## src/rtl/core/assert_macros.svh

```systemverilog
// assertion helpers for the rtl
`ifndef ASSERT_MACROS_SVH
`define ASSERT_MACROS_SVH

// same-cycle implication, checked out of reset
`define ASSERT_IMP(label, clk, rst_n, ante, cons) \
    label: assert property (@(posedge clk) disable iff (!(rst_n)) (ante) |-> (cons)) \
        else $error("assertion failed");

// next-cycle implication, checked out of reset
`define ASSERT_NEXT(label, clk, rst_n, ante, cons) \
    label: assert property (@(posedge clk) disable iff (!(rst_n)) (ante) |=> (cons)) \
        else $error("assertion failed");

`endif

```

## src/rtl/core/sfpm_pkg.sv

```systemverilog
package sfpm_pkg;

    localparam int unsigned SampleW = 16;
    localparam int unsigned TimeW   = 32;
    localparam int unsigned ModeW   = 3;
    localparam int unsigned CfgIdxW = 4;

    localparam logic [TimeW-1:0] TEMP_HOLD_MS     = 32'd1000;
    localparam logic [TimeW-1:0] PRESSURE_HOLD_MS = 32'd1000;
    localparam logic [TimeW-1:0] CURRENT_HOLD_MS  = 32'd1000;
    localparam logic [TimeW-1:0] VOLTAGE_HOLD_MS  = 32'd1000;

    localparam logic [ModeW-1:0] MODE_OTHER  = 3'd0;
    localparam logic [ModeW-1:0] MODE_PURGE  = 3'd1;
    localparam logic [ModeW-1:0] MODE_WARMUP = 3'd2;
    localparam logic [ModeW-1:0] MODE_RUN    = 3'd3;
    localparam logic [ModeW-1:0] MODE_ALARM  = 3'd4;

    localparam logic [CfgIdxW-1:0] REG_TEMP_HIGH     = 4'd0;
    localparam logic [CfgIdxW-1:0] REG_TEMP_LOW      = 4'd1;
    localparam logic [CfgIdxW-1:0] REG_PRESSURE_HIGH = 4'd2;
    localparam logic [CfgIdxW-1:0] REG_PRESSURE_LOW  = 4'd3;
    localparam logic [CfgIdxW-1:0] REG_CURRENT_HIGH  = 4'd4;
    localparam logic [CfgIdxW-1:0] REG_CURRENT_LOW   = 4'd5;
    localparam logic [CfgIdxW-1:0] REG_VOLTAGE_HIGH  = 4'd6;
    localparam logic [CfgIdxW-1:0] REG_VOLTAGE_LOW   = 4'd7;

    localparam logic signed [SampleW-1:0] LIMIT_HIGH_RST = 16'sh7fff;
    localparam logic signed [SampleW-1:0] LIMIT_LOW_RST  = 16'sh8000;

    typedef enum logic [2:0] {
        KIND_NONE     = 3'd0,
        KIND_TEMP     = 3'd1,
        KIND_PRESSURE = 3'd2,
        KIND_CURRENT  = 3'd3,
        KIND_VOLTAGE  = 3'd4
    } t_alarm;

    typedef enum logic [1:0] {
        SLOT_TEMP     = 2'd0,
        SLOT_CURRENT  = 2'd1,
        SLOT_VOLTAGE  = 2'd2,
        SLOT_PRESSURE = 2'd3
    } t_slot;

    typedef struct packed {
        logic signed [SampleW-1:0] temp_high;
        logic signed [SampleW-1:0] temp_low;
        logic signed [SampleW-1:0] pressure_high;
        logic signed [SampleW-1:0] pressure_low;
        logic signed [SampleW-1:0] current_high;
        logic signed [SampleW-1:0] current_low;
        logic signed [SampleW-1:0] voltage_high;
        logic signed [SampleW-1:0] voltage_low;
    } t_limits;

    typedef struct packed {
        logic signed [SampleW-1:0] temperature;
        logic signed [SampleW-1:0] pressure;
        logic signed [SampleW-1:0] load_current;
        logic signed [SampleW-1:0] stack_voltage;
        logic [TimeW-1:0]          time_now;
        logic [ModeW-1:0]          fc_mode;
    } t_sample;

    typedef struct packed {
        logic temp_bad;
        logic pressure_bad_entry;
        logic pressure_bad_hold;
        logic current_bad;
        logic voltage_bad;
    } t_faults;

endpackage

```

## src/rtl/core/sfpm_cfg_regs.sv

```systemverilog
module sfpm_cfg_regs (
    input  logic                                i_clk,
    input  logic                                i_rst_n,
    input  logic                                i_cfg_valid,
    output logic                                o_cfg_ready,
    input  logic [sfpm_pkg::CfgIdxW-1:0]        i_cfg_index,
    input  logic signed [sfpm_pkg::SampleW-1:0] i_cfg_data,
    output sfpm_pkg::t_limits                   o_limits
);

    sfpm_pkg::t_limits r_limits;
    sfpm_pkg::t_limits n_limits;

    assign o_cfg_ready = 1'b1;
    assign o_limits    = r_limits;

    always_comb begin
        n_limits = r_limits;
        if (i_cfg_valid) begin
            unique case (i_cfg_index)
                sfpm_pkg::REG_TEMP_HIGH:     n_limits.temp_high     = i_cfg_data;
                sfpm_pkg::REG_TEMP_LOW:      n_limits.temp_low      = i_cfg_data;
                sfpm_pkg::REG_PRESSURE_HIGH: n_limits.pressure_high = i_cfg_data;
                sfpm_pkg::REG_PRESSURE_LOW:  n_limits.pressure_low  = i_cfg_data;
                sfpm_pkg::REG_CURRENT_HIGH:  n_limits.current_high  = i_cfg_data;
                sfpm_pkg::REG_CURRENT_LOW:   n_limits.current_low   = i_cfg_data;
                sfpm_pkg::REG_VOLTAGE_HIGH:  n_limits.voltage_high  = i_cfg_data;
                sfpm_pkg::REG_VOLTAGE_LOW:   n_limits.voltage_low   = i_cfg_data;
                default: ;
            endcase
        end
    end

    always_ff @(posedge i_clk) begin
        if (!i_rst_n) begin
            r_limits.temp_high     <= sfpm_pkg::LIMIT_HIGH_RST;
            r_limits.temp_low      <= sfpm_pkg::LIMIT_LOW_RST;
            r_limits.pressure_high <= sfpm_pkg::LIMIT_HIGH_RST;
            r_limits.pressure_low  <= sfpm_pkg::LIMIT_LOW_RST;
            r_limits.current_high  <= sfpm_pkg::LIMIT_HIGH_RST;
            r_limits.current_low   <= sfpm_pkg::LIMIT_LOW_RST;
            r_limits.voltage_high  <= sfpm_pkg::LIMIT_HIGH_RST;
            r_limits.voltage_low   <= sfpm_pkg::LIMIT_LOW_RST;
        end else begin
            r_limits <= n_limits;
        end
    end

endmodule

```

## src/rtl/core/sfpm_classify.sv

```systemverilog
module sfpm_classify (
    input  sfpm_pkg::t_sample i_sample,
    input  sfpm_pkg::t_limits i_limits,
    output sfpm_pkg::t_faults o_faults
);

    logic pressure_high;
    logic pressure_low;
    logic mode_entry;
    logic mode_hold;

    assign pressure_high = i_sample.pressure >= i_limits.pressure_high;
    assign pressure_low  = i_sample.pressure <= i_limits.pressure_low;

    // warmup qualifies low pressure on entry only
    assign mode_hold  = (i_sample.fc_mode == sfpm_pkg::MODE_PURGE) ||
                        (i_sample.fc_mode == sfpm_pkg::MODE_RUN);
    assign mode_entry = mode_hold || (i_sample.fc_mode == sfpm_pkg::MODE_WARMUP);

    assign o_faults.temp_bad = (i_sample.temperature >= i_limits.temp_high) ||
                               (i_sample.temperature <= i_limits.temp_low);
    assign o_faults.pressure_bad_entry = pressure_high || (pressure_low && mode_entry);
    assign o_faults.pressure_bad_hold  = pressure_high || (pressure_low && mode_hold);
    assign o_faults.current_bad = (i_sample.load_current >= i_limits.current_high) ||
                                  (i_sample.load_current <= i_limits.current_low);
    assign o_faults.voltage_bad = (i_sample.stack_voltage >= i_limits.voltage_high) ||
                                  (i_sample.stack_voltage <= i_limits.voltage_low);

endmodule

```

## src/rtl/core/sfpm_tracker.sv

```systemverilog
`include "assert_macros.svh"

module sfpm_tracker (
    input  logic                            i_clk,
    input  logic                            i_rst_n,
    input  logic                            i_valid,
    output logic                            o_ready,
    input  sfpm_pkg::t_faults               i_faults,
    input  logic [sfpm_pkg::TimeW-1:0]      i_time_now,
    output logic                            o_out_valid,
    input  logic                            i_out_ready,
    output logic [2:0]                      o_pending_alarm,
    output logic                            o_trip,
    output logic [1:0]                      o_error_slot
);

    sfpm_pkg::t_alarm             r_alarm_kind;
    sfpm_pkg::t_alarm             n_alarm_kind;
    logic [sfpm_pkg::TimeW-1:0]   r_fault_start;
    logic [sfpm_pkg::TimeW-1:0]   n_fault_start;
    logic                         r_out_valid;
    sfpm_pkg::t_alarm             r_out_alarm;
    logic                         r_out_trip;
    sfpm_pkg::t_slot              r_out_slot;
    logic                         n_trip;
    sfpm_pkg::t_slot              n_slot;
    logic                         still_bad;
    logic [sfpm_pkg::TimeW-1:0]   hold_ms;
    sfpm_pkg::t_slot              hold_slot;
    logic [sfpm_pkg::TimeW-1:0]   elapsed;
    logic                         advance;

    assign o_ready = !r_out_valid || i_out_ready;
    assign advance = i_valid && o_ready;

    // wraps modulo 2^32 by construction
    assign elapsed = i_time_now - r_fault_start;

    always_comb begin
        unique case (r_alarm_kind)
            sfpm_pkg::KIND_TEMP: begin
                still_bad = i_faults.temp_bad;
                hold_ms   = sfpm_pkg::TEMP_HOLD_MS;
                hold_slot = sfpm_pkg::SLOT_TEMP;
            end
            sfpm_pkg::KIND_PRESSURE: begin
                still_bad = i_faults.pressure_bad_hold;
                hold_ms   = sfpm_pkg::PRESSURE_HOLD_MS;
                hold_slot = sfpm_pkg::SLOT_PRESSURE;
            end
            sfpm_pkg::KIND_CURRENT: begin
                still_bad = i_faults.current_bad;
                hold_ms   = sfpm_pkg::CURRENT_HOLD_MS;
                hold_slot = sfpm_pkg::SLOT_CURRENT;
            end
            sfpm_pkg::KIND_VOLTAGE: begin
                still_bad = i_faults.voltage_bad;
                hold_ms   = sfpm_pkg::VOLTAGE_HOLD_MS;
                hold_slot = sfpm_pkg::SLOT_VOLTAGE;
            end
            default: begin
                still_bad = 1'b0;
                hold_ms   = '0;
                hold_slot = sfpm_pkg::SLOT_TEMP;
            end
        endcase
    end

    always_comb begin
        n_alarm_kind  = r_alarm_kind;
        n_fault_start = r_fault_start;
        n_trip        = 1'b0;
        n_slot        = sfpm_pkg::SLOT_TEMP;
        if (r_alarm_kind == sfpm_pkg::KIND_NONE) begin
            // priority: temperature, pressure, current, voltage
            n_fault_start = i_time_now;
            if (i_faults.temp_bad) begin
                n_alarm_kind = sfpm_pkg::KIND_TEMP;
            end else if (i_faults.pressure_bad_entry) begin
                n_alarm_kind = sfpm_pkg::KIND_PRESSURE;
            end else if (i_faults.current_bad) begin
                n_alarm_kind = sfpm_pkg::KIND_CURRENT;
            end else if (i_faults.voltage_bad) begin
                n_alarm_kind = sfpm_pkg::KIND_VOLTAGE;
            end else begin
                n_fault_start = r_fault_start;
            end
        end else if (!still_bad) begin
            n_alarm_kind = sfpm_pkg::KIND_NONE;
        end else if (elapsed >= hold_ms) begin
            n_trip = 1'b1;
            n_slot = hold_slot;
        end
    end

    always_ff @(posedge i_clk) begin
        if (!i_rst_n) begin
            r_alarm_kind  <= sfpm_pkg::KIND_NONE;
            r_fault_start <= '0;
            r_out_valid   <= 1'b0;
        end else begin
            if (advance) begin
                r_alarm_kind  <= n_alarm_kind;
                r_fault_start <= n_fault_start;
            end
            if (o_ready) begin
                r_out_valid <= i_valid;
            end
        end
    end

    always_ff @(posedge i_clk) begin
        if (advance) begin
            r_out_alarm <= n_alarm_kind;
            r_out_trip  <= n_trip;
            r_out_slot  <= n_slot;
        end
    end

    assign o_out_valid     = r_out_valid;
    assign o_pending_alarm = r_out_alarm;
    assign o_trip          = r_out_trip;
    assign o_error_slot    = r_out_slot;

    `ASSERT_IMP(a_trip_has_alarm, i_clk, i_rst_n, r_out_valid && r_out_trip,
                r_out_alarm != sfpm_pkg::KIND_NONE)
    `ASSERT_IMP(a_no_trip_slot_zero, i_clk, i_rst_n, r_out_valid && !r_out_trip,
                r_out_slot == sfpm_pkg::SLOT_TEMP)
    `ASSERT_NEXT(a_latch_never_trips, i_clk, i_rst_n,
                 advance && r_alarm_kind == sfpm_pkg::KIND_NONE, !r_out_trip)
    `ASSERT_NEXT(a_start_held, i_clk, i_rst_n,
                 r_alarm_kind != sfpm_pkg::KIND_NONE, $stable(r_fault_start))

endmodule

```

## src/rtl/core/sensor_fault_persistence_monitor_top.sv

```systemverilog
// channel   direction  handshake                payload
// in        sink       i_in_valid / o_in_ready   temperature, pressure, load_current,
//                                               stack_voltage, time_now, fc_mode
// out       source     o_out_valid / i_out_ready pending_alarm, trip, error_slot
// cfg       sink       i_cfg_valid / o_cfg_ready cfg_index, cfg_data
//
// one sample set a cycle while the output is not stalled; each result passes the
// input register, then window compares, alarm update and elapsed-time compare
// into the result register
// synchronous active-low reset: thresholds to their widest window, no alarm pending
// a stalled output holds both stages; the input side keeps flowing while the
// result register is free or being drained
module sensor_fault_persistence_monitor_top (
    input  logic                                i_clk,
    input  logic                                i_rst_n,
    input  logic                                i_in_valid,
    output logic                                o_in_ready,
    input  logic signed [sfpm_pkg::SampleW-1:0] i_temperature,
    input  logic signed [sfpm_pkg::SampleW-1:0] i_pressure,
    input  logic signed [sfpm_pkg::SampleW-1:0] i_load_current,
    input  logic signed [sfpm_pkg::SampleW-1:0] i_stack_voltage,
    input  logic [sfpm_pkg::TimeW-1:0]          i_time_now,
    input  logic [sfpm_pkg::ModeW-1:0]          i_fc_mode,
    output logic                                o_out_valid,
    input  logic                                i_out_ready,
    output logic [2:0]                          o_pending_alarm,
    output logic                                o_trip,
    output logic [1:0]                          o_error_slot,
    input  logic                                i_cfg_valid,
    output logic                                o_cfg_ready,
    input  logic [sfpm_pkg::CfgIdxW-1:0]        i_cfg_index,
    input  logic signed [sfpm_pkg::SampleW-1:0] i_cfg_data
);

    sfpm_pkg::t_limits limits;
    sfpm_pkg::t_faults faults;
    sfpm_pkg::t_sample r_sample;
    logic              r_sample_valid;
    logic              trk_ready;

    assign o_in_ready = !r_sample_valid || trk_ready;

    always_ff @(posedge i_clk) begin
        if (!i_rst_n) begin
            r_sample_valid <= 1'b0;
        end else if (o_in_ready) begin
            r_sample_valid <= i_in_valid;
        end
    end

    always_ff @(posedge i_clk) begin
        if (i_in_valid && o_in_ready) begin
            r_sample.temperature   <= i_temperature;
            r_sample.pressure      <= i_pressure;
            r_sample.load_current  <= i_load_current;
            r_sample.stack_voltage <= i_stack_voltage;
            r_sample.time_now      <= i_time_now;
            r_sample.fc_mode       <= i_fc_mode;
        end
    end

    sfpm_cfg_regs u_cfg_regs (
        .i_clk       (i_clk),
        .i_rst_n     (i_rst_n),
        .i_cfg_valid (i_cfg_valid),
        .o_cfg_ready (o_cfg_ready),
        .i_cfg_index (i_cfg_index),
        .i_cfg_data  (i_cfg_data),
        .o_limits    (limits)
    );

    sfpm_classify u_classify (
        .i_sample (r_sample),
        .i_limits (limits),
        .o_faults (faults)
    );

    sfpm_tracker u_tracker (
        .i_clk           (i_clk),
        .i_rst_n         (i_rst_n),
        .i_valid         (r_sample_valid),
        .o_ready         (trk_ready),
        .i_faults        (faults),
        .i_time_now      (r_sample.time_now),
        .o_out_valid     (o_out_valid),
        .i_out_ready     (i_out_ready),
        .o_pending_alarm (o_pending_alarm),
        .o_trip          (o_trip),
        .o_error_slot    (o_error_slot)
    );

endmodule
```

## config.mk

```make
export PLATFORM = sky130hd
export DESIGN_NAME = sensor_fault_persistence_monitor_top
export DESIGN_NICKNAME = d
export VERILOG_FILES = /design/src/rtl/core/sfpm_pkg.sv /design/src/rtl/core/sfpm_cfg_regs.sv /design/src/rtl/core/sfpm_classify.sv /design/src/rtl/core/sfpm_tracker.sv /design/src/rtl/core/sensor_fault_persistence_monitor_top.sv
export VERILOG_INCLUDE_DIRS = /design/src /design/src/rtl/core
export SDC_FILE = /design/constraint.sdc
export NUM_CORES = 1
export LEC_CHECK = 0
export BUFFER_PORTS_ARGS = -buffer_cell sky130_fd_sc_hd__buf_2
export CORE_AREA = 3 3 179 225
export CTS_CLUSTER_DIAMETER = 80
export DETAILED_ROUTE_END_ITERATION = 10
export DIE_AREA = 0 0 182 228
export SYNTH_ARGS = -nofsm -noshare
export SYNTH_HDL_FRONTEND = slang
export SYNTH_HIERARCHICAL = 1
export SYNTH_SLANG_ARGS = --single-unit
```

## constraint.sdc

```tcl
create_clock -name i_clk -period 4.8 [get_ports i_clk]
set_input_delay 0.72 -clock i_clk [delete_from_list [all_inputs] [get_ports i_clk]]
set_output_delay 0.72 -clock i_clk [all_outputs]
set_load 0.03 [all_outputs]
```

==> metrics.csv <==
stage;metric;value;unit
sta;worst_slack;0.303;ns
synth;ys_ff_latch;270;
setup_path;cp-endpoint;u_tracker/o_error_slot[1];
setup_path;r2r_cells;19;
cts;cts_tree;done;
synth;synth_top_area_cell;dfxtp_1;
power_and_ir_drop;powerDensity;329;mW/mm2
die;die_w;182;um
synth;ys_warn_count;6;
sta;period_minus_slack;4.50;ns
drt;route.detailed.drc;0;
status;status;complete, no violations;
setup_path;crit_path_start;r_sample[3];
cts;cts-htree-levels;1;
synth;synth_top_area_share;0.216;
cts;numCtsBuffers;30;
global_routing;grt_pass1_vias;11600;
power_and_ir_drop;seqPwrFrac;0.442;
cells_and_area;multiInputGateArea;0.00789;mm2
power_and_ir_drop;fin_total_pwr;5.73;mW
place;gp_congestion;0.891;
setup_path;reg2reg_slack;0.30;ns
setup_path;end_kind;flop;
die;rows;80;
setup_path;r2r_end;u_tracker/o_error_slot[1];
global_routing;grt_pass1_wl;62.1;mm
sta;finalCritPeriodShare;0.937;
place;hpwl;29.9;mm
die;start_util;0.400;
cells_and_area;antennaDiodeCount;0;
place;io_buffer_count;131;
synth;synth_edf_count;105;
power_and_ir_drop;peakVddDrop;284;uV
synth;synth_flop_cell;dfxtp_1;
sta;drv_slew;0;
die;fp.dieH;228;um
synth;ys_seq_area_frac;0.422;
global_routing;antenna_found_initial;0;
min_path;min_path_cells;1;
synth;syn_avg_cell_area;9.79;um2
cts;clk_pin_slew_worst_paths;0.06;ns
die;dieArea;0.0415;mm2
flow_run;cap_violations;0;
min_path;hp-class;in -> reg;
synth;async_flop_share;0;
sta;fmaxAchievable;222;MHz
synth;synthTopCellsByCount;191 x nand2_1, 177 x inv_1, 165 x dfxtp_1, 165 x ha_1, 135 x mux2i_1;
global_routing;grt_use_total;0.188;
sta;timing.hold.ws;0.308;ns
sta;setup_tns;0;ns
power_and_ir_drop;power_leakage;7.63;nW
sta;final-hold-violation-count;0;
cts;cts_hold_buffers;0;
setup_path;cp.arrival;4.81;ns
cells_and_area;area_delta_synth_final;13.8;%
sta;rsz0062_at_grt;false;
cells_and_area;layout.cells.non_filler;2191;
place;pre_cts_slack;0.342;ns
drt;drtIter0Drc;573;
cts;cts_buffer_depth;3;
cts;clock_latency;0.59;ns
place;place_inst;2135;
synth;synth_fp_nets;1852;
sta;setup_viol;0;
die;core-area;0.0382;mm2
drt;ant_nets;0;
synth;synth_area;0.0153;mm2
cts;clockRootBuffer;clkbuf_16;
drt;first_pass_iters;5;
synth;synth_cells;1562;
cells_and_area;seq_area;0.00646;mm2
sta;worst_pin_slew;1.15;ns
cells_and_area;final_nets;1965;
synth;yosys-top-cells-area;dfxtp_1 22%, edfxtp_1 21%, ha_1 14%;
sta;relSlewSlack;0.229;
power_and_ir_drop;p_sw;1.53;mW
setup_path;required;5.12;ns
drt;via_count;11500;
cells_and_area;drive_gt1_frac;0.127;
power_and_ir_drop;p_int;4.20;mW
cells_and_area;nFillCells;3666;
sta;fin_skew;0.0389;ns
setup_path;cp_max_fo;3;
cts;clkSinkCount;270;
setup_path;critical_path_class;reg -> reg;
die;io_pins;133;
drt;viasPerCell;5.25;
drt;wl_per_cell;18.3;um
power_and_ir_drop;switching_share;0.267;
global_routing;overflow;0;
synth;yosysMostFrequentCell;nand2_1;
setup_path;r2r-start;r_sample[3];
power_and_ir_drop;power_frac_comb;0.142;
power_and_ir_drop;pwr-share-clk;0.416;
global_routing;grt_start_max_net_pins;114;
synth;synth.distinct_cells;87;
drt;wl;40.1;mm
setup_path;critPathLaunchType;flop;
[layout make-up]
type	instances	share of cell area
Multi-Input combinational cell	1059	0.454
Sequential cell	270	0.371
Clock buffer	46	0.0560
Timing Repair Buffer	137	0.0411
Inverter	177	0.0382
Tap cell	492	0.0354
Clock inverter	10	0.00446
[power by group through the flow]
stage / logic [mW] / registers (mW) / clock network, mW
after floorplan: 0.544 / 2.56 / 0
after global placement: 0.794 / 2.58 / 0
after detailed placement: 0.807 / 2.58 / 0
after CTS: 0.813 / 2.53 / 2.46
after global routing: 0.907 / 2.54 / 2.54
final: 0.815 / 2.53 / 2.38
[flip-flops by register name, indices dropped and copies added (netlist names)]
name and cells:
r_sample 99, r_sample_valid 1, u_cfg_regs/o_limits 128, u_tracker/o_error_slot 2, u_tracker/o_out_valid 1, u_tracker/o_pending_alarm 3, u_tracker/o_trip 1, u_tracker/r_alarm_kind 3
u_tracker/r_fault_start 32
[critical path: stages, from the launching register on]
cell and delay [ns]:
edfxtp_1 0.38, inv_1 0.07, ha_1 0.16, inv_1 0.06
fa_1 0.43, a21o_1 0.25, a221oi_4 0.25, o21bai_1 0.09
a21oi_1 0.20, xnor2_1 0.09, ha_1 0.19, a21oi_1 0.15
o21ai_1 0.10, a2111o_1 0.37, nor4_2 0.22, o2111ai_1 0.14
or4_4 0.52, nor4_4 0.28, and4_1 0.24, nor2_1 0.05
[stage by stage]
step            util  instance area, um2
2_1_floorplan      -               15300
3_3_place_gp   0.427               16300
3_5_place_dp   0.427               16300
4_1_cts        0.455               17400
5_1_grt        0.455               17400
6_report       0.455               17400
[how the worst min path moves through the flow]
| stage | start | end |
|---|---|---|
| final | i_load_current[13] | r_sample[64] |
| after global routing | i_temperature[0] | r_sample[83] |
| after CTS | i_load_current[13] | r_sample[64] |
| after detailed placement | u_cfg_regs/o_limits[7] | u_cfg_regs/o_limits[7] |
| after global placement | u_cfg_regs/o_limits[73] | u_cfg_regs/o_limits[73] |
| after floorplan | u_cfg_regs/o_limits[10] | u_cfg_regs/o_limits[10] |
[layout by cell type (no fill, tap or decap), types with 12 or more instances in the layout]
| cell | instances |
|---|---|
| a21boi_0 | 35 |
| a21o_1 | 24 |
| a21oi_1 | 80 |
| and4_1 | 12 |
| buf_2 | 130 |
| clkbuf_16 | 33 |
| dfxtp_1 | 165 |
| edfxtp_1 | 105 |
| ha_1 | 165 |
| inv_1 | 177 |
| mux2i_1 | 135 |
| nand2_1 | 191 |
| nand3_1 | 12 |
| nand4_1 | 34 |
| nor2_1 | 44 |
| nor2b_1 | 91 |
| nor3_1 | 17 |
| o211ai_1 | 16 |
| o21ai_0 | 34 |
[routing by layer]
layer	routed length (um)	GRT usage
met2	20100	0.341
met3	1560	0.0247
met1	16500	0.219
met4	1920	0.0857
met5	0	0
[kinds of logic (layout without fill, tap and decap cells)]
kind of cell               count (synthesis)  in the layout  synth area share
and+or+nand+nor                          456            456             0.152
AOI/OAI and AO/OA                        282            282             0.126
DFF                                      270            270             0.422
buffers and inverters                    233            370            0.0629
adders and majority gates                166            166             0.136
muxes                                    139            139            0.0916
xor gates and xnor gates                  15             15           0.00859
other                                      1              1          0.000245
[timing repair]
action | in CTS | in global routing
resized for setup | 0 | 2
setup buffers | 0 | 0
endpoints found under the hold margin | 0 | 0
endpoints found under the setup margin | 0 | 2
No activity file was read; power rests on OpenSTA's default activity.
